$ cat config.mk
export PLATFORM = sky130hd
export DESIGN_NAME = pvt_rotate
export DESIGN_NICKNAME = d
export VERILOG_FILES = /design/src/hdl/pvt_pkg.sv /design/src/hdl/pvt_rotate.sv
export SDC_FILE = /design/constraint.sdc
export NUM_CORES = 2
export LEC_CHECK = 0
export CORE_MARGIN = 2
export CORE_UTILIZATION = 45
export CTS_CLUSTER_DIAMETER = 120
export DETAILED_ROUTE_END_ITERATION = 10
export DONT_BUFFER_PORTS = 1
export GPL_ROUTABILITY_DRIVEN = 0
export PLACE_DENSITY = 0.57
export SLEW_MARGIN = 40
export SYNTH_ARGS = -nofsm -noshare
export SYNTH_HDL_FRONTEND = slang
export SYNTH_SLANG_ARGS = --single-unit
$ cat constraint.sdc
create_clock -name clk -period 14 [get_ports clk]
set_input_delay 0.7 -clock clk [delete_from_list [all_inputs] [get_ports clk]]
set_output_delay 0.7 -clock clk [all_outputs]
set_load 0.01 [all_outputs]
$ cat src/hdl/pvt_pkg.sv
// Package for the perspective vertex transform: register map, reset values
// and fixed field widths. No dependencies.
package pvt_pkg;

  localparam int COEF_W   = 16;  // Q2.14 rotation coefficients
  localparam int FRAC_W   = 14;  // fraction bits of the coefficients
  localparam int SCREEN_W = 13;  // viewport size registers
  localparam int PIXEL_W  = 16;  // saturated pixel outputs
  localparam int QUOT_W   = 16;  // quotient bits per divider
  localparam int DATA_W   = 32;  // configuration data bus
  localparam int ADDR_W   = 5;   // configuration byte address

  typedef enum logic [2:0] {
    REG_COS      = 3'd0,
    REG_SIN      = 3'd1,
    REG_CENTER_X = 3'd2,
    REG_CENTER_Y = 3'd3,
    REG_CENTER_Z = 3'd4,
    REG_WIDTH    = 3'd5,
    REG_HEIGHT   = 3'd6,
    REG_NONE     = 3'd7
  } reg_index_t;

  localparam logic [COEF_W-1:0]   COS_RESET    = 16'd16384;
  localparam logic [COEF_W-1:0]   SIN_RESET    = 16'd0;
  localparam int                  CENTER_Z_RST = 10240;
  localparam logic [SCREEN_W-1:0] WIDTH_RESET  = 13'd500;
  localparam logic [SCREEN_W-1:0] HEIGHT_RESET = 13'd500;

  localparam logic signed [PIXEL_W-1:0] PIXEL_MAX = 16'sh7FFF;
  localparam logic signed [PIXEL_W-1:0] PIXEL_MIN = 16'sh8000;

endpackage

$ cat src/hdl/pvt_rotate.sv
// Rotation stages 1-3: center offset, four coefficient products, floor
// shift and center add. Uses pvt_pkg for coefficient widths.
module pvt_rotate #(
  parameter int COORD_WIDTH = 16
) (
  input  logic                                  clk,
  input  logic                                  rst,
  input  logic                                  en,
  input  logic                                  in_valid,
  input  logic signed [COORD_WIDTH-1:0]         vx,
  input  logic signed [COORD_WIDTH-1:0]         vy,
  input  logic signed [COORD_WIDTH-1:0]         vz,
  input  logic signed [COORD_WIDTH-1:0]         cx,
  input  logic signed [COORD_WIDTH-1:0]         cz,
  input  logic signed [pvt_pkg::COEF_W-1:0]     cosv,
  input  logic signed [pvt_pkg::COEF_W-1:0]     sinv,
  output logic                                  out_valid,
  output logic signed [COORD_WIDTH+4:0]         rx,
  output logic signed [COORD_WIDTH+4:0]         rz,
  output logic signed [COORD_WIDTH-1:0]         ry
);
  localparam int A = COORD_WIDTH + 1;
  localparam int P = A + pvt_pkg::COEF_W;
  localparam int S = P + 1;
  localparam int T = S - pvt_pkg::FRAC_W;

  logic                   v1, v2;
  logic signed [A-1:0]    dx, dz;
  logic signed [COORD_WIDTH-1:0] vy1, vy2;
  logic signed [P-1:0]    pxc, pzs, pxs, pzc;
  logic signed [S-1:0]    sum_x, sum_z;
  logic signed [T-1:0]    fx, fz;

  assign sum_x = S'(pxc) - S'(pzs);
  assign sum_z = S'(pxs) + S'(pzc);
  // arithmetic shift floors toward minus infinity
  assign fx = T'(sum_x >>> pvt_pkg::FRAC_W);
  assign fz = T'(sum_z >>> pvt_pkg::FRAC_W);

  always_ff @(posedge clk) begin
    if (rst) begin
      v1 <= 1'b0;
      v2 <= 1'b0;
      out_valid <= 1'b0;
    end else if (en) begin
      v1 <= in_valid;
      v2 <= v1;
      out_valid <= v2;
    end
  end

  always_ff @(posedge clk) begin
    if (en) begin
      dx  <= A'(vx) - A'(cx);
      dz  <= A'(vz) - A'(cz);
      vy1 <= vy;
      pxc <= dx * cosv;
      pzs <= dz * sinv;
      pxs <= dx * sinv;
      pzc <= dz * cosv;
      vy2 <= vy1;
      rx  <= (COORD_WIDTH+5)'(fx) + (COORD_WIDTH+5)'(cx);
      rz  <= (COORD_WIDTH+5)'(fz) + (COORD_WIDTH+5)'(cz);
      ry  <= vy2;
    end
  end
endmodule

### Word-level counts from Yosys, hierarchy flattened

Index checks and enable logic that the tools add are counted.

| storage, ports and cells | value |
|---|---|
| bits of input ports | 116 |
| output and inout port bits | 59 |
| register bits | 259 |

| operators by class | value |
|---|---|
| $mul | 4 |
| add/subtract/negate cells | 6 |

Operators with widths:

| operator | count |
|---|---|
| 17-bit by 16-bit multiplier with 33-bit output | 4 |
| 20-bit by 16-bit adder with 21-bit output | 2 |
| 33-bit by 33-bit adder with 34-bit output | 1 |
| 16-bit by 16-bit subtractor with 17-bit output | 2 |
| 33-bit by 33-bit subtractor with 34-bit output | 1 |

### Depth between registers and ports, before layout

| depth | value |
|---|---|
| word-level depth | 2 |
| depth in mapped cells | 25 |
| gate-level depth less buffers | 24 |

### Least setup slack after synthesis

No wires, ideal clock.

| timing | value |
|---|---|
| path type | in2reg |
| from | in sinv[1] (netlist name) |
| to | reg pzs[31] (data pin) |
| required time | 13.743 ns |
| setup time | 0.257 ns |
| path buffers | 1 |
| arrival | 6.400 ns |
| slack | 7.343 ns |
| stages | 22 |
| cell sequence | clkbuf_1 -> nand2_1 -> fa_1 -> fa_1 -> fa_1 -> inv_1 -> fa_1 -> fa_1 -> inv_1 -> fa_1 -> inv_1 -> ha_1 -> a21o_1 -> a21oi_1 -> o21bai_1 -> a21oi_1 -> a31oi_1 -> o211ai_1 -> nor2_1 -> o31a_1 -> o41a_1 -> xor2_1 |

| on the way | value |
|---|---|
| word-level cells in the longest chain between the ends | 1 |

Ends and longest elaborated chain:

| what | line | source |
|---|---|---|
| from (decl) | pvt_rotate.sv:16 | `input logic signed [pvt_pkg::COEF_W-1:0] sinv,` |
| 17-bit by 16-bit multiplier with 33-bit output | pvt_rotate.sv:58 | `pzs <= dz * sinv;` |
| to (signal assigned) | pvt_rotate.sv:58 |  |
| to (decl) | pvt_rotate.sv:30 | `logic signed [P-1:0] pxc, pzs, pxs, pzc;` |

Every way passes these cells.
A chain may end at the register's enable or synchronous reset.

### Worst setup path in the final report

| timing | value |
|---|---|
| from | reg dx[7] |
| to | reg pxs[31] (data pin) |

| on the way | value |
|---|---|
| word-level cells in the longest chain between the ends | 1 |

Ends and longest elaborated chain:

| what | line | source |
|---|---|---|
| from (decl) | pvt_rotate.sv:28 | `logic signed [A-1:0] dx, dz;` |
| from (signal assigned) | pvt_rotate.sv:54 | `dx <= A'(vx) - A'(cx);` |
| 17-bit by 16-bit multiplier with 33-bit output | pvt_rotate.sv:59 | `pxs <= dx * sinv;` |
| to (signal assigned) | pvt_rotate.sv:59 |  |
| to (decl) | pvt_rotate.sv:30 |  |

Every way passes these cells.

==> metrics.yaml <==
run_status: "finished clean"
firstDrtPassIters: 7
maxCapViolCount: 0
r2r_start: "dx[7]"
worst_pin_slew_ns: 0.7945
die_w_um: 350.5
start_kind: "flop"
post_cts_resized: 0
cts_buffer_depth: 3
die_area_um2: 122800
reg2reg_depth: 24
hold_path_end: "v2"
syn_inst: 5530
synth-edff-count: 256
arrival_ns: 7.91
drive_gt1_share_pct: 2.245
ys_warn_count: 0
grt_pass1_vias: 37520
ys_seq_area_share_pct: 14.34
slew_violations: 0
fin_tns_setup_ns: 0
cts-root-buf: "clkbuf_16"
cts_num_sinks: 259
dpl.hpwl_um: 91580
clock.fmax_mhz: 132.1
core_um2: 119500
avgViaCountPerCell: 5.071
seq_area_um2: 7747
syn_nets: 7226
ys_ff_latch: 259
syn_area_um2: 54020
die_h_um: 350.5
worstHoldStart: "rst"
vias: 35730
antenna_found_initial: 0
synthDistinctLibCells: 77
relSlewSlack_pct: 47.03
clkTransAtPathRegs_ns: 0.06
whs_path_depth: 1
finalCritPeriodShare_pct: 54.09
grt_pass1_wl_um: 202000
reg2reg_to: "pxs[31]"
ant_nets: 0
final_cell_area_um2: 56790
boundaryPins: 175
crit_type: "reg2reg"
fillCellCount: 11450
cp-end-kind: "flop"
remaining_drc_errors: 0
finalSetupViolations: 0
htreeDepth: 2
drt_iter0_drc: 2019
cts_tree: "built"
clock_latency_ns: 0.59
cts_hold_buf: 0
core.rowCount: 127
grtUsageTotal_pct: 20.84
post-route-util_pct: 47.52
grt_max_degree: 260
post_drt_wl_per_cell_um: 17.20
area_growth_pct: 5.123
hold_viol_final: 0
multi_input_area_um2: 40700
final_nets: 7102
port_buffers: 0
period_minus_slack_ns: 7.573
place_inst: 6980
placed_area_um2: 55570
rsz0062_at_grt: "no"
fin_skew_ns: 0.01773
required_ns: 14.34
cts_buffers: 36
cts_setup_buffers: 0
overflow: 0
async_reset_ff_share_pct: 0
initial_core_util_pct: 45.21
drt_wl_total_um: 121200
reg2reg_slack_ns: 6.43
syn_area_per_cell_um2: 9.769
critPathMaxFanout: 17
stdcell_count: 7046
hp-class: "in2reg"
antenna_cells: 0
synthFlopType: "edfxtp_1"
## per-layer routing
layer / vias to the layer above / share of wire, % / global-route usage [%]
met5: - / 0 / 0
met4: 0 / 2.5 / 5.255
met3: 112 / 4.8 / 2.646
met2: 716 / 47 / 33.77
met1: 18410 / 45 / 29.66
li1: 16490 / - / -
## critical path: stages, from the launching register on
cell      delay (ns)
edfxtp_1        0.86
buf_4           0.39
nand2_1         0.13
fa_1            0.55
inv_1           0.05
fa_1            0.50
inv_1           0.06
fa_1            0.54
inv_1           0.05
fa_1            0.46
fa_1            0.49
inv_1           0.05
fa_1            0.47
inv_1           0.04
ha_1            0.34
a21oi_1         0.17
o221ai_1        0.12
nor2b_1         0.15
a31oi_1         0.50
o21bai_1        0.25
a31oi_1         0.40
nand2_1         0.14
a311o_1         0.35
a21oi_1         0.18
xnor2_1         0.08
## how the worst max path moves through the flow
stage               slack, ns  cells after the start    start      end
detailed placement       6.58                     24    dx[7]  pxs[31]
global placement         6.71                     24    dx[7]  pxs[31]
finish                   6.43                     24    dx[7]  pxs[31]
global route             6.23                     24    dx[7]  pxs[31]
CTS                      6.57                     24    dx[7]  pxs[31]
floorplan                7.34                     22  sinv[1]  pzs[31]
## synth_stat cells, drive strengths merged, types with 31 or more instances
library cell / count / area, um^2
clkbuf: 194 / 728.2
ha: 472 / 5906
a21oi: 148 / 744.5
edfxtp: 256 / 7687
and2: 527 / 3298
nor3: 37 / 185.2
nand2: 578 / 2170
nor2: 178 / 668.1
nor2b: 31 / 193.9
o21ai: 83 / 415.4
inv: 1290 / 4842
a21o: 69 / 520.5
xor2: 46 / 402.9
fa: 1108 / 22180
xnor2: 191 / 1673
nand2b: 35 / 219.0
nand3: 38 / 190.2
## registers in the layout (all words and copies together) (netlist names)
signal,cells
pxc,33
pxs,33
pzc,33
pzs,33
rx,21
rz,21
dx,17
dz,17
ry,16
vy1,16
vy2,16
out_valid,1
v1,1
v2,1
## cell usage in the layout (no fill, tap or decap), types with 6 or more instances in the layout
master / n
inv_1: 1289
fa_1: 1108
nand2_1: 578
and2_1: 526
ha_1: 472
edfxtp_1: 256
xnor2_1: 191
nor2_1: 178
a21oi_1: 147
o21ai_0: 77
a21o_1: 67
xor2_1: 46
nand3_1: 38
nor3_1: 37
clkbuf_16: 36
nand2b_1: 35
buf_4: 34
nor2b_1: 31
o21bai_1: 27
o21a_1: 25
a211oi_1: 20
and3_1: 18
a31oi_1: 18
or3_1: 11
a21boi_0: 9
o211ai_1: 8
nand4_1: 7
a31o_2: 7
clkinv_2: 7
o21ai_1: 6
nor4_1: 6
o31a_1: 6
clkbuf_1: 6
## through the flow
step	setup slack [ns]	hold slack, ns
6_report	6.427	0.1799
5_1_grt	6.232	0.1498
3_3_place_gp	6.710	0.4005
4_1_cts	6.573	0.1390
3_5_place_dp	6.582	0.4045
2_1_floorplan	7.343	0.4003
## area by class of cell
cell class	instances	share of cell area (%)
timing repair buffer	35	0.4693
clock buffer	43	1.650
clock inverter	23	0.4913
sequential	259	13.64
multi-input combinational	3783	71.66
tap	1612	3.552
inverter	1291	8.533
## logic make-up (layout without fill, tap and decap cells)
group	count (synthesis)	after routing	synth area share, %
xor+xnor	237	237	3.842
mux	4	4	0.07643
flops	259	259	14.34
simple gates	1481	1481	13.52
compound gates	481	481	5.890
fa+ha+maj	1580	1580	51.99
buf+inv	1488	1392	10.34
Power is not shown: default switching activity piles up to over one toggle a cycle in this logic, so the estimate is an artifact.
