## config.mk

```make
export PLATFORM = sky130hd
export DESIGN_NAME = pvt_project
export DESIGN_NICKNAME = d
export VERILOG_FILES = /design/src/hdl/pvt_pkg.sv /design/src/hdl/pvt_project.sv
export SDC_FILE = /design/constraint.sdc
export NUM_CORES = 2
export LEC_CHECK = 0
export BUFFER_PORTS_ARGS = -buffer_cell sky130_fd_sc_hd__buf_4
export CORE_UTILIZATION = 60
export DETAILED_ROUTE_END_ITERATION = 16
export PLACE_DENSITY = 0.8
export SLEW_MARGIN = 10
export SYNTH_ARGS = -nofsm -noshare
export SYNTH_HDL_FRONTEND = slang
export SYNTH_SLANG_ARGS = --single-unit
```

## constraint.sdc

```tcl
create_clock -name clk -period 8.6 [get_ports clk]
set_clock_uncertainty 0.15 [all_clocks]
set_input_delay 1.72 -clock clk [delete_from_list [all_inputs] [get_ports clk]]
set_output_delay 1.72 -clock clk [all_outputs]
set_load 0.03 [all_outputs]
```

## src/hdl/pvt_pkg.sv

```systemverilog
// Package for the perspective vertex transform: register map, reset values
// and fixed field widths. No dependencies.
package pvt_pkg;

  localparam int COEF_W   = 16;  // Q2.14 rotation coefficients
  localparam int FRAC_W   = 14;  // fraction bits of the coefficients
  localparam int SCREEN_W = 13;  // viewport size registers
  localparam int PIXEL_W  = 16;  // saturated pixel outputs
  localparam int QUOT_W   = 16;  // quotient bits per divider
  localparam int DATA_W   = 32;  // configuration data bus
  localparam int ADDR_W   = 5;   // configuration byte address

  typedef enum logic [2:0] {
    REG_COS      = 3'd0,
    REG_SIN      = 3'd1,
    REG_CENTER_X = 3'd2,
    REG_CENTER_Y = 3'd3,
    REG_CENTER_Z = 3'd4,
    REG_WIDTH    = 3'd5,
    REG_HEIGHT   = 3'd6,
    REG_NONE     = 3'd7
  } reg_index_t;

  localparam logic [COEF_W-1:0]   COS_RESET    = 16'd16384;
  localparam logic [COEF_W-1:0]   SIN_RESET    = 16'd0;
  localparam int                  CENTER_Z_RST = 10240;
  localparam logic [SCREEN_W-1:0] WIDTH_RESET  = 13'd500;
  localparam logic [SCREEN_W-1:0] HEIGHT_RESET = 13'd500;

  localparam logic signed [PIXEL_W-1:0] PIXEL_MAX = 16'sh7FFF;
  localparam logic signed [PIXEL_W-1:0] PIXEL_MIN = 16'sh8000;

endpackage

```

## src/hdl/pvt_project.sv

```systemverilog
// Projection stages 4-6: screen mapping numerators, viewport products and
// the offset that makes the floor division unsigned. Uses pvt_pkg.
module pvt_project #(
  parameter int COORD_WIDTH = 16
) (
  input  logic                                 clk,
  input  logic                                 rst,
  input  logic                                 en,
  input  logic                                 in_valid,
  input  logic signed [COORD_WIDTH+4:0]        rx,
  input  logic signed [COORD_WIDTH+4:0]        rz,
  input  logic signed [COORD_WIDTH-1:0]        ry,
  input  logic [pvt_pkg::SCREEN_W-1:0]         width,
  input  logic [pvt_pkg::SCREEN_W-1:0]         height,
  output logic                                 out_valid,
  output logic                                 invalid,
  output logic signed [COORD_WIDTH+23:0]       num_x,
  output logic signed [COORD_WIDTH+23:0]       num_y,
  output logic signed [COORD_WIDTH+23:0]       den,
  output logic                                 hi_x,
  output logic                                 lo_x,
  output logic                                 hi_y,
  output logic                                 lo_y
);
  localparam int R  = COORD_WIDTH + 5;
  localparam int ZW = R + 1;
  localparam int NW = ZW + pvt_pkg::SCREEN_W + 1;
  localparam int DW = COORD_WIDTH + 24;

  logic                  v4, v5, inv4, inv5;
  logic signed [ZW-1:0]  sx, sy, d4, d5;
  logic signed [NW-1:0]  nx, ny;
  logic signed [DW-1:0]  ox, oy, dd;

  // shift the numerator up by 2^15 divisors so the quotient lands in [0, 2^16)
  assign dd = DW'(d5);
  assign ox = DW'(nx) + (dd <<< (pvt_pkg::QUOT_W - 1));
  assign oy = DW'(ny) + (dd <<< (pvt_pkg::QUOT_W - 1));

  always_ff @(posedge clk) begin
    if (rst) begin
      v4 <= 1'b0;
      v5 <= 1'b0;
      out_valid <= 1'b0;
    end else if (en) begin
      v4 <= in_valid;
      v5 <= v4;
      out_valid <= v5;
    end
  end

  always_ff @(posedge clk) begin
    if (en) begin
      sx   <= ZW'(rx) + ZW'(rz);
      sy   <= ZW'(rz) - ZW'(ry);
      d4   <= ZW'(rz) <<< 1;
      inv4 <= (rz <= 0);
      nx   <= sx * $signed({1'b0, width});
      ny   <= sy * $signed({1'b0, height});
      d5   <= d4;
      inv5 <= inv4;
      num_x   <= ox;
      num_y   <= oy;
      den     <= dd;
      invalid <= inv5;
      lo_x    <= ox < 0;
      lo_y    <= oy < 0;
      hi_x    <= ox >= (dd <<< pvt_pkg::QUOT_W);
      hi_y    <= oy >= (dd <<< pvt_pkg::QUOT_W);
    end
  end
endmodule

```

== Word-level counts from Yosys, hierarchy flattened ==
Cells that the tools add are included.

* $add $sub $neg: 4
* Multipliers: 2
* Order comparisons: 5

{| class="wikitable"
|+ Operators by type and width
! kind !! count
|-
| adder 36 x 37 -> 38 bit || 2
|-
| >= comparator 38 bit || 2
|-
| less-than comparator 38 x 1 -> 1 bit (second input constant) || 2
|-
| multiplier 22 x 14 -> 36 bit || 2
|-
| adder 21 x 21 -> 22 bit || 1
|-
| subtractor 21 x 16 -> 22 bit || 1
|-
| less-or-equal comparator 21 x 1 -> 1 bit (second input constant) || 1
|}

* Flip-flop bits (word level): 265
* Output and inout bits: 126
* Logic and storage cells: 30

== Depth between registers and ports, before layout ==
* Depth after elaboration: 2
* Gate-level depth with buffers: 24

== Worst setup path before layout ==
OpenSTA, ideal clock, no wires.

* Kind: in2reg
* From: input width[5] in the netlist's numbering
* To: register nx[32] (data pin)
* Arrival time: 7.349 ns
* Setup slack: 0.925 ns
* Stages: 21
* Path buffers: 2
* Cells stage by stage: clkbuf_1 > nand2_1 > fa_1 > fa_1 > inv_1 > fa_1 > fa_1 > fa_1 > inv_1 > fa_1 > inv_1 > ha_1 > buf_2 > and4_1 > and2_1 > a221oi_2 > a31oi_1 > a2111oi_2 > o31ai_1 > mux2i_1 > nor4_1

* Longest elaborated chain between the ends: 1

{| class="wikitable"
|+ RTL lines
! item !! line !! RTL
|-
| from (decl) || pvt_project.sv:13 || <nowiki>input logic [pvt_pkg::SCREEN_W-1:0] width,</nowiki>
|-
| multiplier 22 x 14 -> 36 bit || pvt_project.sv:58 || <nowiki>nx <= sx * $signed({1'b0, width});</nowiki>
|-
| to (signal assigned) || pvt_project.sv:58 ||
|-
| to (decl) || pvt_project.sv:32 || <nowiki>logic signed [NW-1:0] nx, ny;</nowiki>
|}

No other way between the ends.
A chain may end at the register's enable or synchronous reset.

== Worst setup path in the final report ==
* From: input width[2] in the netlist's numbering
* To: register nx[35] (data pin)

Same word-level chain as after synthesis.

==> results.txt <==
Routed via count divided by cell count - 5.66
Drt pass-1 iters - 5
Number of buffers inserted by post-CTS setup repair - 0
Most common cell type on the critical path - sky130_fd_sc_hd__fa_1
Synthesis-to-finish area growth - 8.63%
Fraction of layout cells with a size suffix above 1 - 8.15%
Flip-flop and latch count after synthesis - 263
I/O pin cnt - 214
Crit start category - input pin
WL per Instance - 18.4 µm
Share of synthesized cell area in and, or, nand and nor gates - 13.1%
Worst Setup Path Type - in2reg
Total wirelength of the detailed-routed design - 78.5 mm
Endpoints failing setup - 0
Mux cell area share after synthesis - 0.265%
PortBufs - 212
Count of synthesis-stage warnings from yosys - 0
Last weighted congestion value of the routability-driven placer - 0.901
Overall via count from detail_route - 24,181
Netlist area before placement - 34,000 µm²
Post-cts repair resize count - 0
Worst setup path startpoint - width[2]
Die width - 240 µm
CTS tree - done
Worst stage delay on the critical path - 0.71 ns
CTS clk-pin slew, worst paths - 0.06 ns
Endpoint arrival time on the critical path - 7.99 ns
Overflow left after global routing - 0
Leading cell type in the layout, fill and taps excluded - sky130_fd_sc_hd__inv_1
Largest family of logic cells by synthesized area - adder cells
Max Slew Vio Count - 0
Final hold violation count - 0
Unrepaired setup endpoints after global routing - false
Detailed Route Iter0 Violations - 1,812
Fraction of the mapped netlist area in adder cells - 42.7%
Initial core utilization - 61.3%
Post-DP HPWL - 62.2 mm
Xor-xnor portion of the synthesized cell area - 3.27%
Seq/Total Area, Yosys - 23.1%
Status - finished clean
Crit path buf inv count - 5
Net count of the finished layout - 4,426
Master cell of the clock root buffer - sky130_fd_sc_hd__clkbuf_16
Total DRC errors in the routed layout - 0
Number of antenna cells inserted - 0
Max Buffers Root-to-Sink - 3
Tmin final - 7.78 ns
Post-cts hold buffer count - 0
Setup slack on the worst flop-to-flop path - 1.42 ns
Slowest library cell on the worst path - sky130_fd_sc_hd__a311oi_1
Standard-cell row count - 86
Global-route wire length before repair - 127 mm
Req. time, crit path - 8.82 ns
Maximum number of pins on one net before global-route repair - 177
Top flip-flop cell by instance count after synthesis - sky130_fd_sc_hd__edfxtp_1
Capturing element type of the critical path - flip-flop
CTS H-tree lvls - 1
Core area - 55,500 µm²
Depth of the worst register-to-register path - 20
Mapped Avg Cell Area - 10.1 µm²
Vias in the first global route - 24,990
Crit path cell chain - buf_4 > and2_1 > fa_1 > inv_1 > fa_1 > inv_1 > fa_1 > fa_1 > fa_1 > inv_1 > fa_1 > inv_1 > ha_1 > and4_1 > nand2_1 > nor2_1 > and4_1 > o2111ai_1 > a311oi_1 > nor4_1 > a311oi_1
Maximum clock frequency - 0.129 GHz
Worst-Skew Late Latency - 0.57 ns
Post-synth EDFFs - 260
Worst relative slew slack - 26.6%
Capturing point of the worst reg2reg path - nx[35]
Number of antenna-violating nets in the routed design - 0
Summed negative setup slack over all endpoints - 0 ns
Commonest cells after routing, fill and taps aside - 717 x sky130_fd_sc_hd__inv_1, 540 x sky130_fd_sc_hd__fa_1, 360 x sky130_fd_sc_hd__nand2_1, 298 x sky130_fd_sc_hd__ha_1, 262 x sky130_fd_sc_hd__and2_1
Share of the clock period used by the worst path - 90.4%
Count of mapped cells out of synthesis - 3,379
Clk sink count - 263
Crit. path cell count - 21
Number of max-cap violations - 0
Kind of path behind the tightest hold check - reg2reg
Peak fanout along the critical path - 22
Global Route Usage Sum - 28.5%
Net count of the mapped netlist - 4,305
Die area - 57,600 µm²
Die height - 240 µm
Crit path to - nx[35]
Number of distinct library cells after synthesis - 75
Kind of cell adding the most delay to the critical path - adder cells
Clock buffer count from CTS - 28
Fillcell total - 4,353
Slew at the pin with the worst max-slew slack - 1.10 ns
Antenna violations before repair - 1
Fraction of the mapped netlist area in compound gates - 7.95%
Worst flop-to-flop path startpoint - sx[14]
Ys async rst share - 0%
[registers in the layout, summed over array words and instances, names as in the netlist, 22 cells and up]
| name | flops |
|---|---|
| ny | 36 |
| nx | 36 |
| num_y | 38 |
| num_x | 38 |
| sx | 22 |
| sy | 22 |
[worst min-delay path by stage]
stage,start,end,slack (ns),depth (start not counted)
final,d4[8],d5[8],0.27,0
after global routing,d4[11],d5[11],0.27,0
after CTS,d4[8],d5[8],0.27,0
after detailed placement,d4[14],d5[14],0.25,0
after global placement,d4[21],d5[21],0.25,0
after floorplan,d4[10],d5[10],0.25,0
[through the flow]
stage	instance area (µm²)	hold slack (ns)	worst slack, ns	instances	util [%]
after global routing	36900	0.273	0.629	4270	66.5
after CTS	36900	0.267	0.967	4270	66.5
final	36900	0.266	0.824	4270	66.5
after floorplan	34000	0.250	0.925	3379	-
after detailed placement	36000	0.255	0.395	4218	64.9
after global placement	36000	0.251	0.560	4218	64.9
[kinds of logic (layout without fill, tap and decap cells)]
| group | count (synthesis) | in the layout |
|---|---|---|
| mux | 9 | 9 |
| flops | 263 | 263 |
| compound gates | 406 | 406 |
| simple gates | 893 | 893 |
| fa+ha+maj | 838 | 838 |
| buf+inv | 842 | 985 |
| xor+xnor | 127 | 127 |
| other cells | 1 | 1 |
[final cells by class]
class	count	area [µm²]	share of cell area [%]
clock buffers	32	737	1.99
clock inverters	20	186	0.505
inverters	717	2690	7.28
multi-input cells	2274	22900	61.9
flip-flops and latches	263	7870	21.3
well taps	748	936	2.53
repair buffers	216	1640	4.44
[cells in the mapped netlist, drive strengths merged (8+ instances only)]
cell / instances / area (µm²)
inv: 717 / 2690
ha: 298 / 3730
and2: 263 / 1650
nand4: 17 / 106
o21bai: 17 / 128
nor2: 86 / 323
nand2: 360 / 1350
a31oi: 15 / 93.8
a21o: 52 / 390
fa: 540 / 10800
o21a: 32 / 248
o211ai: 9 / 67.6
xor2: 27 / 236
and3: 12 / 80.1
o31ai: 10 / 75.1
edfxtp: 260 / 7810
buf: 27 / 196
or3: 8 / 50.1
a21oi: 114 / 571
nand2b: 18 / 113
nor2b: 14 / 87.6
a2111oi: 8 / 103
o21ai: 74 / 370
mux2i: 9 / 90.1
nor3: 37 / 185
a211oi: 21 / 163
xnor2: 100 / 876
nand3: 27 / 135
nor4: 19 / 119
clkbuf: 98 / 368
or2: 9 / 56.3
[layer usage]
metal | share of wire, % | global-route usage, %
met5 | 0 | 0
met3 | 8.1 | 4.31
met4 | 4.4 | 11.5
met2 | 46 | 45.1
met1 | 42 | 39.6
[worst register-to-register path, stage by stage, from the launching register on]
cell,delay (ns)
sky130_fd_sc_hd__edfxtp_1,0.66
sky130_fd_sc_hd__and2_1,0.29
sky130_fd_sc_hd__fa_1,0.53
sky130_fd_sc_hd__inv_1,0.05
sky130_fd_sc_hd__fa_1,0.48
sky130_fd_sc_hd__inv_1,0.06
sky130_fd_sc_hd__fa_1,0.51
sky130_fd_sc_hd__fa_1,0.51
sky130_fd_sc_hd__fa_1,0.50
sky130_fd_sc_hd__inv_1,0.05
sky130_fd_sc_hd__fa_1,0.47
sky130_fd_sc_hd__inv_1,0.04
sky130_fd_sc_hd__ha_1,0.39
sky130_fd_sc_hd__and4_1,0.33
sky130_fd_sc_hd__nand2_1,0.11
sky130_fd_sc_hd__nor2_1,0.11
sky130_fd_sc_hd__and4_1,0.31
sky130_fd_sc_hd__o2111ai_1,0.31
sky130_fd_sc_hd__a311oi_1,0.71
sky130_fd_sc_hd__nor4_1,0.15
sky130_fd_sc_hd__a311oi_1,0.29
Power is left out: the tool's default activity adds up to more than one toggle a clock period on the data nets, which glitch-free logic cannot reach.
