--- config.mk ---
export PLATFORM = sky130hd
export DESIGN_NAME = pvt_divider
export DESIGN_NICKNAME = d
export VERILOG_FILES = /design/src/hdl/pvt_pkg.sv /design/src/hdl/pvt_divider.sv
export SDC_FILE = /design/constraint.sdc
export NUM_CORES = 2
export LEC_CHECK = 0
export ABC_AREA = 1
export BUFFER_PORTS_ARGS = -buffer_cell sky130_fd_sc_hd__buf_2
export CAP_MARGIN = 20
export CORE_UTILIZATION = 45
export DETAILED_ROUTE_END_ITERATION = 16
export PLACE_DENSITY_LB_ADDON = 0.1
export SETUP_SLACK_MARGIN = 0.4
export SYNTH_ARGS = -nofsm -noshare
export SYNTH_HDL_FRONTEND = slang
export SYNTH_SLANG_ARGS = --single-unit
--- constraint.sdc ---
create_clock -name clk -period 3.4 [get_ports clk]
set_input_delay 0.17 -clock clk [delete_from_list [all_inputs] [get_ports clk]]
set_output_delay 0.17 -clock clk [all_outputs]
set_load 0.05 [all_outputs]
--- src/hdl/pvt_pkg.sv ---
// Package for the perspective vertex transform: register map, reset values
// and fixed field widths. No dependencies.
package pvt_pkg;

  localparam int COEF_W   = 16;  // Q2.14 rotation coefficients
  localparam int FRAC_W   = 14;  // fraction bits of the coefficients
  localparam int SCREEN_W = 13;  // viewport size registers
  localparam int PIXEL_W  = 16;  // saturated pixel outputs
  localparam int QUOT_W   = 16;  // quotient bits per divider
  localparam int DATA_W   = 32;  // configuration data bus
  localparam int ADDR_W   = 5;   // configuration byte address

  typedef enum logic [2:0] {
    REG_COS      = 3'd0,
    REG_SIN      = 3'd1,
    REG_CENTER_X = 3'd2,
    REG_CENTER_Y = 3'd3,
    REG_CENTER_Z = 3'd4,
    REG_WIDTH    = 3'd5,
    REG_HEIGHT   = 3'd6,
    REG_NONE     = 3'd7
  } reg_index_t;

  localparam logic [COEF_W-1:0]   COS_RESET    = 16'd16384;
  localparam logic [COEF_W-1:0]   SIN_RESET    = 16'd0;
  localparam int                  CENTER_Z_RST = 10240;
  localparam logic [SCREEN_W-1:0] WIDTH_RESET  = 13'd500;
  localparam logic [SCREEN_W-1:0] HEIGHT_RESET = 13'd500;

  localparam logic signed [PIXEL_W-1:0] PIXEL_MAX = 16'sh7FFF;
  localparam logic signed [PIXEL_W-1:0] PIXEL_MIN = 16'sh8000;

endpackage

--- src/hdl/pvt_divider.sv ---
// Pipelined restoring divider, one quotient bit per stage, with saturation
// and the depth-invalid override at the end. Uses pvt_pkg for widths.
module pvt_divider #(
  parameter int DW = 40
) (
  input  logic                                clk,
  input  logic                                rst,
  input  logic                                en,
  input  logic                                in_valid,
  input  logic signed [DW-1:0]                num,
  input  logic signed [DW-1:0]                den,
  input  logic                                hi,
  input  logic                                lo,
  input  logic                                invalid,
  output logic                                out_valid,
  output logic signed [pvt_pkg::PIXEL_W-1:0]  pixel,
  output logic                                out_invalid
);
  localparam int Q = pvt_pkg::QUOT_W;

  logic                 vld [Q+1];
  logic signed [DW-1:0] rem [Q+1];
  logic signed [DW-1:0] dsr [Q+1];
  logic [Q-1:0]         quo [Q+1];
  logic                 fhi [Q+1];
  logic                 flo [Q+1];
  logic                 finv [Q+1];

  assign vld[0]  = in_valid;
  assign rem[0]  = num;
  assign dsr[0]  = den;
  assign quo[0]  = '0;
  assign fhi[0]  = hi;
  assign flo[0]  = lo;
  assign finv[0] = invalid;

  for (genvar k = 0; k < Q; k++) begin : g_stage
    localparam int B = Q - 1 - k;
    logic signed [DW-1:0] trial;
    assign trial = rem[k] - (dsr[k] <<< B);

    always_ff @(posedge clk) begin
      if (rst) begin
        vld[k+1] <= 1'b0;
      end else if (en) begin
        vld[k+1] <= vld[k];
      end
    end

    always_ff @(posedge clk) begin
      if (en) begin
        rem[k+1]  <= (trial >= 0) ? trial : rem[k];
        quo[k+1]  <= quo[k] | ((trial >= 0) ? (Q'(1) << B) : '0);
        dsr[k+1]  <= dsr[k];
        fhi[k+1]  <= fhi[k];
        flo[k+1]  <= flo[k];
        finv[k+1] <= finv[k];
      end
    end
  end

  assign out_valid   = vld[Q];
  assign out_invalid = finv[Q];

  always_comb begin
    priority if (finv[Q]) begin
      pixel = '0;
    end else if (flo[Q]) begin
      pixel = pvt_pkg::PIXEL_MIN;
    end else if (fhi[Q]) begin
      pixel = pvt_pkg::PIXEL_MAX;
    end else begin
      // undo the 2^15 offset
      pixel = $signed(quo[Q] ^ (Q'(1) << (Q - 1)));
    end
  end
endmodule

* Yosys cells after proc, flatten, opt, wreduce, memory -nomap -nowiden
Index checks and enable logic that the tools add are counted.
Cells by class: add/sub/neg operators 16, $lt $le $gt $ge 16, muxes and demuxes 34, bitwise operators 16
Operators with widths (count):
- 40-bit by 1-bit >= comparator with 1-bit output, second input constant | 16
- 40-bit subtractor | 16
- 40-bit two-way mux | 15
- 16-bit two-way mux | 4
- 16-bit by 1-bit OR with 16-bit output | 1
- 16-bit by 10-bit OR with 16-bit output | 1
- 16-bit by 11-bit OR with 16-bit output | 1
- 16-bit by 12-bit OR with 16-bit output | 1
- 16-bit by 13-bit OR with 16-bit output | 1
- 16-bit by 14-bit OR with 16-bit output | 1
- 16-bit by 15-bit OR with 16-bit output | 1
- 16-bit by 2-bit OR with 16-bit output | 1
- 16-bit by 3-bit OR with 16-bit output | 1
- 16-bit by 4-bit OR with 16-bit output | 1
- 16-bit by 5-bit OR with 16-bit output | 1
- 16-bit by 6-bit OR with 16-bit output | 1
- 16-bit by 7-bit OR with 16-bit output | 1
- 16-bit by 8-bit OR with 16-bit output | 1
- 16-bit by 9-bit OR with 16-bit output | 1
- 15-bit two-way mux | 1
- 14-bit two-way mux | 1
- 13-bit two-way mux | 1
- 12-bit two-way mux | 1
- 11-bit two-way mux | 1
- other kinds (11) | 11
Storage, ports and cells: register bits after elaboration 1520, input port bits 87, output and inout port bits 18, word-level logic and storage cells 192

* Logic depth before layout (Yosys ltp)
depth in word-level cells 4, gate-level depth with buffers 18, depth with buffers taken out 16

* Least setup slack after synthesis
Ideal clock, no wire load.
path type register to register, start reg dsr[560] (netlist name), end reg rem[542] (netlist name) (data pin), library setup time 252 ps, arrival time 2077 ps, data required time 3148 ps, path slack 1070 ps, cell stages (with the launch flop) 14, buffers on the path 1, period minus slack after synthesis 2330 ps, cell sequence edfxtp_1 ha_1 fa_1 nand3b_1 nand2_1 nand2_1 nand2_1 a21o_2 nand2_2 nand3_1 nand2_2 buf_6 nand2_1 nand2_1
Between the ends: cells in the longest elaborated chain, start to end 3
Ends and longest elaborated chain:
- start: declaration | RTL line pvt_divider.sv:23 | logic signed [DW-1:0] dsr [Q+1];
- start signal: indexed assignment | RTL line pvt_divider.sv:54 | dsr[k+1] <= dsr[k];
- 40-bit subtractor (*) | RTL line pvt_divider.sv:40 | assign trial = rem[k] - (dsr[k] <<< B);
- 40-bit by 1-bit >= comparator with 1-bit output | RTL line pvt_divider.sv:52 | rem[k+1] <= (trial >= 0) ? trial : rem[k];
- 40-bit two-way mux (*) | RTL line pvt_divider.sv:52
- end signal: indexed assignment | RTL line pvt_divider.sv:52
- end: declaration | RTL line pvt_divider.sv:22 | logic signed [DW-1:0] rem [Q+1];
Mark *: on every way between the ends. The rest lies on a longest branch, timed or not. A chain may end at the register's enable or synchronous reset.

* Final worst setup path
start reg rem[386] (netlist name), end reg rem[329] (netlist name) (data pin)
Between the ends: cells in the longest elaborated chain, start to end 3
Ends and longest elaborated chain (RTL line):
- 40-bit subtractor | pvt_divider.sv:40
- 40-bit by 1-bit >= comparator with 1-bit output | pvt_divider.sv:52
- 40-bit two-way mux | pvt_divider.sv:52
No other way between the ends.

==> results.tsv <==
stage	metric	value	unit
status	outcome	finished, final reports clean	
detailed_routing	DRT antenna net count	0	
setup_path	Largest stage delay, worst path	0.54	ns
global_routing	global-route usage over all layers	0.280	
run	# Max-Cap Violations	0	
setup_path	Max Fanout on Critical Path	25	
sta	max-slew violations	0	
finish	Non-Filler Instances	12999	
setup_path	Setup crit end kind	flop	
synth	cell count after synthesis	10045	
clock_tree	Max H-tree Level	4	
synth	Seq/Total Area, Yosys	0.501	
floorplan	total core area	184000	µm²
sta	Max Clock Freq	340	MHz
setup_path	Crit Path Class	flop to flop	
floorplan	Die Wd	433	µm
sta	crit path time final	2.95	ns
detailed_routing	Post-Route WL	265000	µm
clock_tree	Clk pin slew, worst setup/hold paths	0.07	ns
synth	area leader, netlist	edfxtp_1	
synth	Ys Warns	0	
placement	GP Congestion	0.995	
setup_path	CP max stage cell	edfxtp_1	
floorplan	FP Rows	157	
setup_path	critical path startpoint category	flop	
floorplan	starting density of the core	0.455	
placement	Placed Cells	12605	
floorplan	die area	187000	µm²
clock_tree	Bufs on Longest Clock Path	3	
sta	Worst Slack Setup Final	0.455	ns
synth	Async SR Flop Fraction	0	
sta	clk_skew	0.0464	ns
detailed_routing	DR top layer	met5	
sta	total negative slack	0	ns
synth	ranking of synthesized cells by area	edfxtp_1, nand2_1, ha_1, inv_1, nor2_1	
floorplan	io pins	105	
global_routing	grt total ovfl	0	
sta	worst slew margin relative to its limit	0.438	
clock_tree	CTS tree	built	
detailed_routing	DR iter-0 viols	7106	
synth	most frequent cell after synthesis	nand2_1	
detailed_routing	vias per cell	5.16	
detailed_routing	remaining design rule violation count	0	
detailed_routing	metal1 wirelength	129000	µm
sta	pin slew with the least headroom to its limit	0.834	ns
clock_tree	Skew-Pair Late Insertion Delay	0.82	ns
global_routing	global-route wire length before repair	393000	µm
global_routing	largest net degree at the start of global routing	126	
finish	fin nets	11008	
synth	Post-synth EDFFs	1384	
setup_path	r2r startpoint	rem[386]	
detailed_routing	DRT Pass-1 Iters	9	
min_path	Hold Path Origin	den[25]	
clock_tree	CTS root buffer	clkbuf_16	
synth	top cells by count, synth	nand2_1, inv_1, edfxtp_1, nor2_1, ha_1	
power	Pwr Density	918	nW/µm²
floorplan	Die H	433	µm
power	Max VDD drop	518	µV
finish	Area growth, synth to finish	12.4	%
setup_path	Crit path top cell by count	nand2_1	
synth	top cell type's share of synthesized area	0.497	
finish	layout cells sized above 1	0.0566	
setup_path	CP Launch Point	rem[386]	
synth	syn avg cell area	8.32	µm²
detailed_routing	WL/cell	20.4	µm
global_routing	antenna violations before repair	12	
power	P_leak	45.4	nW
placement	worst slack at placement	0.295	ns
sta	Final setup viols	0	
global_routing	vias in the first global route	61927	
synth	Synth cell types	47	
placement	Post-DP HPWL	212000	µm
sta	crit share post-route	0.866	
setup_path	crit-path cells	ha_1 > a21oi_2 > o21ai_0 > nand2_1 > nand2_1 > a21oi_1 > nand2_1 > nand2_1 > nand2_4 > buf_12 > nand2_1 > nand2_1	
sta	Hold Vio Cnt, Final	0	
setup_path	Critical Path AT	3.43	ns
placement	I/O Buffers	104	
detailed_routing	metal2 WL	111000	µm
detailed_routing	via count	67083	
synth	Syn Nets	10651	
clock_tree	total CTS buffers	159	
min_path	HP Class	primary input to flop	
detailed_routing	metal3 WL	20700	µm
synth	Top FF cell, synth	edfxtp_1	
synth	Cell Area, Synth	83600	µm²
clock_tree	CTS sink count	1400	
sta	unrepaired setup endpoints after global routing	true	
power	Final Power	86.2	mW
setup_path	Critical Path RT	3.89	ns
synth	Seq cells post-synth	1400	
==> final cells by class <==
type / count / area (µm²)
clock inverter: 106 / 1220
tap: 2464 / 3080
clock buffer: 184 / 4150
sequential: 1400 / 41900
inverter: 1600 / 6010
fill: 17682 / 89900
multi-input combinational: 6949 / 35200
timing repair buffer: 292 / 2440
antenna: 4 / 10.0
==> state kept, by name, indices dropped and copies added, names as in the netlist <==
| name | flops |
|---|---|
| fhi | 16 |
| out_invalid | 1 |
| out_valid | 1 |
| quo | 136 |
| flo | 16 |
| finv | 15 |
| rem | 600 |
| dsr | 600 |
| vld | 15 |
==> per-layer routing <==
layer,vias to the layer above,track usage
met2,2216,0.409
met3,266,0.0500
li1,33151,-
met5,-,0
met1,31444,0.430
met4,6,0.0568
==> metrics by stage <==
| stage | hold WS (ns) | util | instance area, µm² |
|---|---|---|---|
| 3_3_place_gp | 0.347 | 0.475 | 87300 |
| 5_1_grt | 0.0266 | 0.511 | 93900 |
| 3_5_place_dp | 0.348 | 0.475 | 87300 |
| 2_1_floorplan | 0.269 | - | 83600 |
| 6_report | 0.0696 | 0.511 | 94000 |
| 4_1_cts | 0.00109 | 0.509 | 93700 |
==> cells by family (layout without fill, tap and decap cells) <==
group,Yosys count,in the layout,synth area share
compound gates,866,866,0.0557
xor+xnor,257,257,0.0269
fa+ha+maj,519,519,0.0790
buf+inv,1698,2182,0.0810
flops,1400,1400,0.501
other cells,0,4,0
simple gates,5305,5307,0.256
==> report_power, final <==
part / internal (mW) / switching [mW] / leakage (nW) / total [mW]
sequential: 24.5 / 3.36 / 13.8 / 27.9
combinational: 12.9 / 27.7 / 29.0 / 40.6
clock: 10.3 / 7.44 / 2.59 / 17.7
total: 47.7 / 38.5 / 45.4 / 86.2
==> path summary, 6_finish.rpt <==
check,end,slack (ns),cells past startpoint
worst max-delay path,rem[329],0.45,12
worst min-delay path,dsr[625],0.07,2
worst max register to register,rem[329],0.45,12
worst min register to register,quo[138],0.40,0
==> cells in the final DEF, fill, tap and decap left out, types with 13 or more instances in the layout <==
cell and instances:
xnor2_1 21, nor3_1 55, inv_1 1598, and2_1 14
nand2_1 3734, clkinv_2 26, buf_4 75, o21ai_0 235
nand2_4 14, a21oi_1 489, nand3_2 13, a21o_1 35
bufinv_16 19, o21a_1 24, clkinv_1 31, nand4_1 100
buf_12 21, fa_1 15, clkbuf_1 20, clkbuf_16 161
ha_1 502, nor2_1 746, xor2_1 236, dlygate4sd3_1 88
nand3b_1 26, edfxtp_1 1384, dfxtp_1 16, buf_2 103
o21bai_1 41, nand3_1 484, nand2_2 81, nor2_2 13
==> critical path, delay by kind of cell, from the launching register on <==
family	cells	cell delay, ns
fa+ha+maj	1	0.44
simple gates	7	0.73
flops	1	0.54
compound gates	3	0.70
buf+inv	1	0.19
==> timing repair <==
| action | CTS | global route |
|---|---|---|
| cloned | 0 | 2 |
| setup buffers | 3 | 7 |
| endpoints found under the hold margin | 192 | 0 |
| hold buffers | 88 | 0 |
| gates resized for setup | 8 | 42 |
| setup endpoints to repair | 107 | 304 |
| pin swaps | 0 | 3 |
No activity file was read; power rests on OpenSTA's default activity.
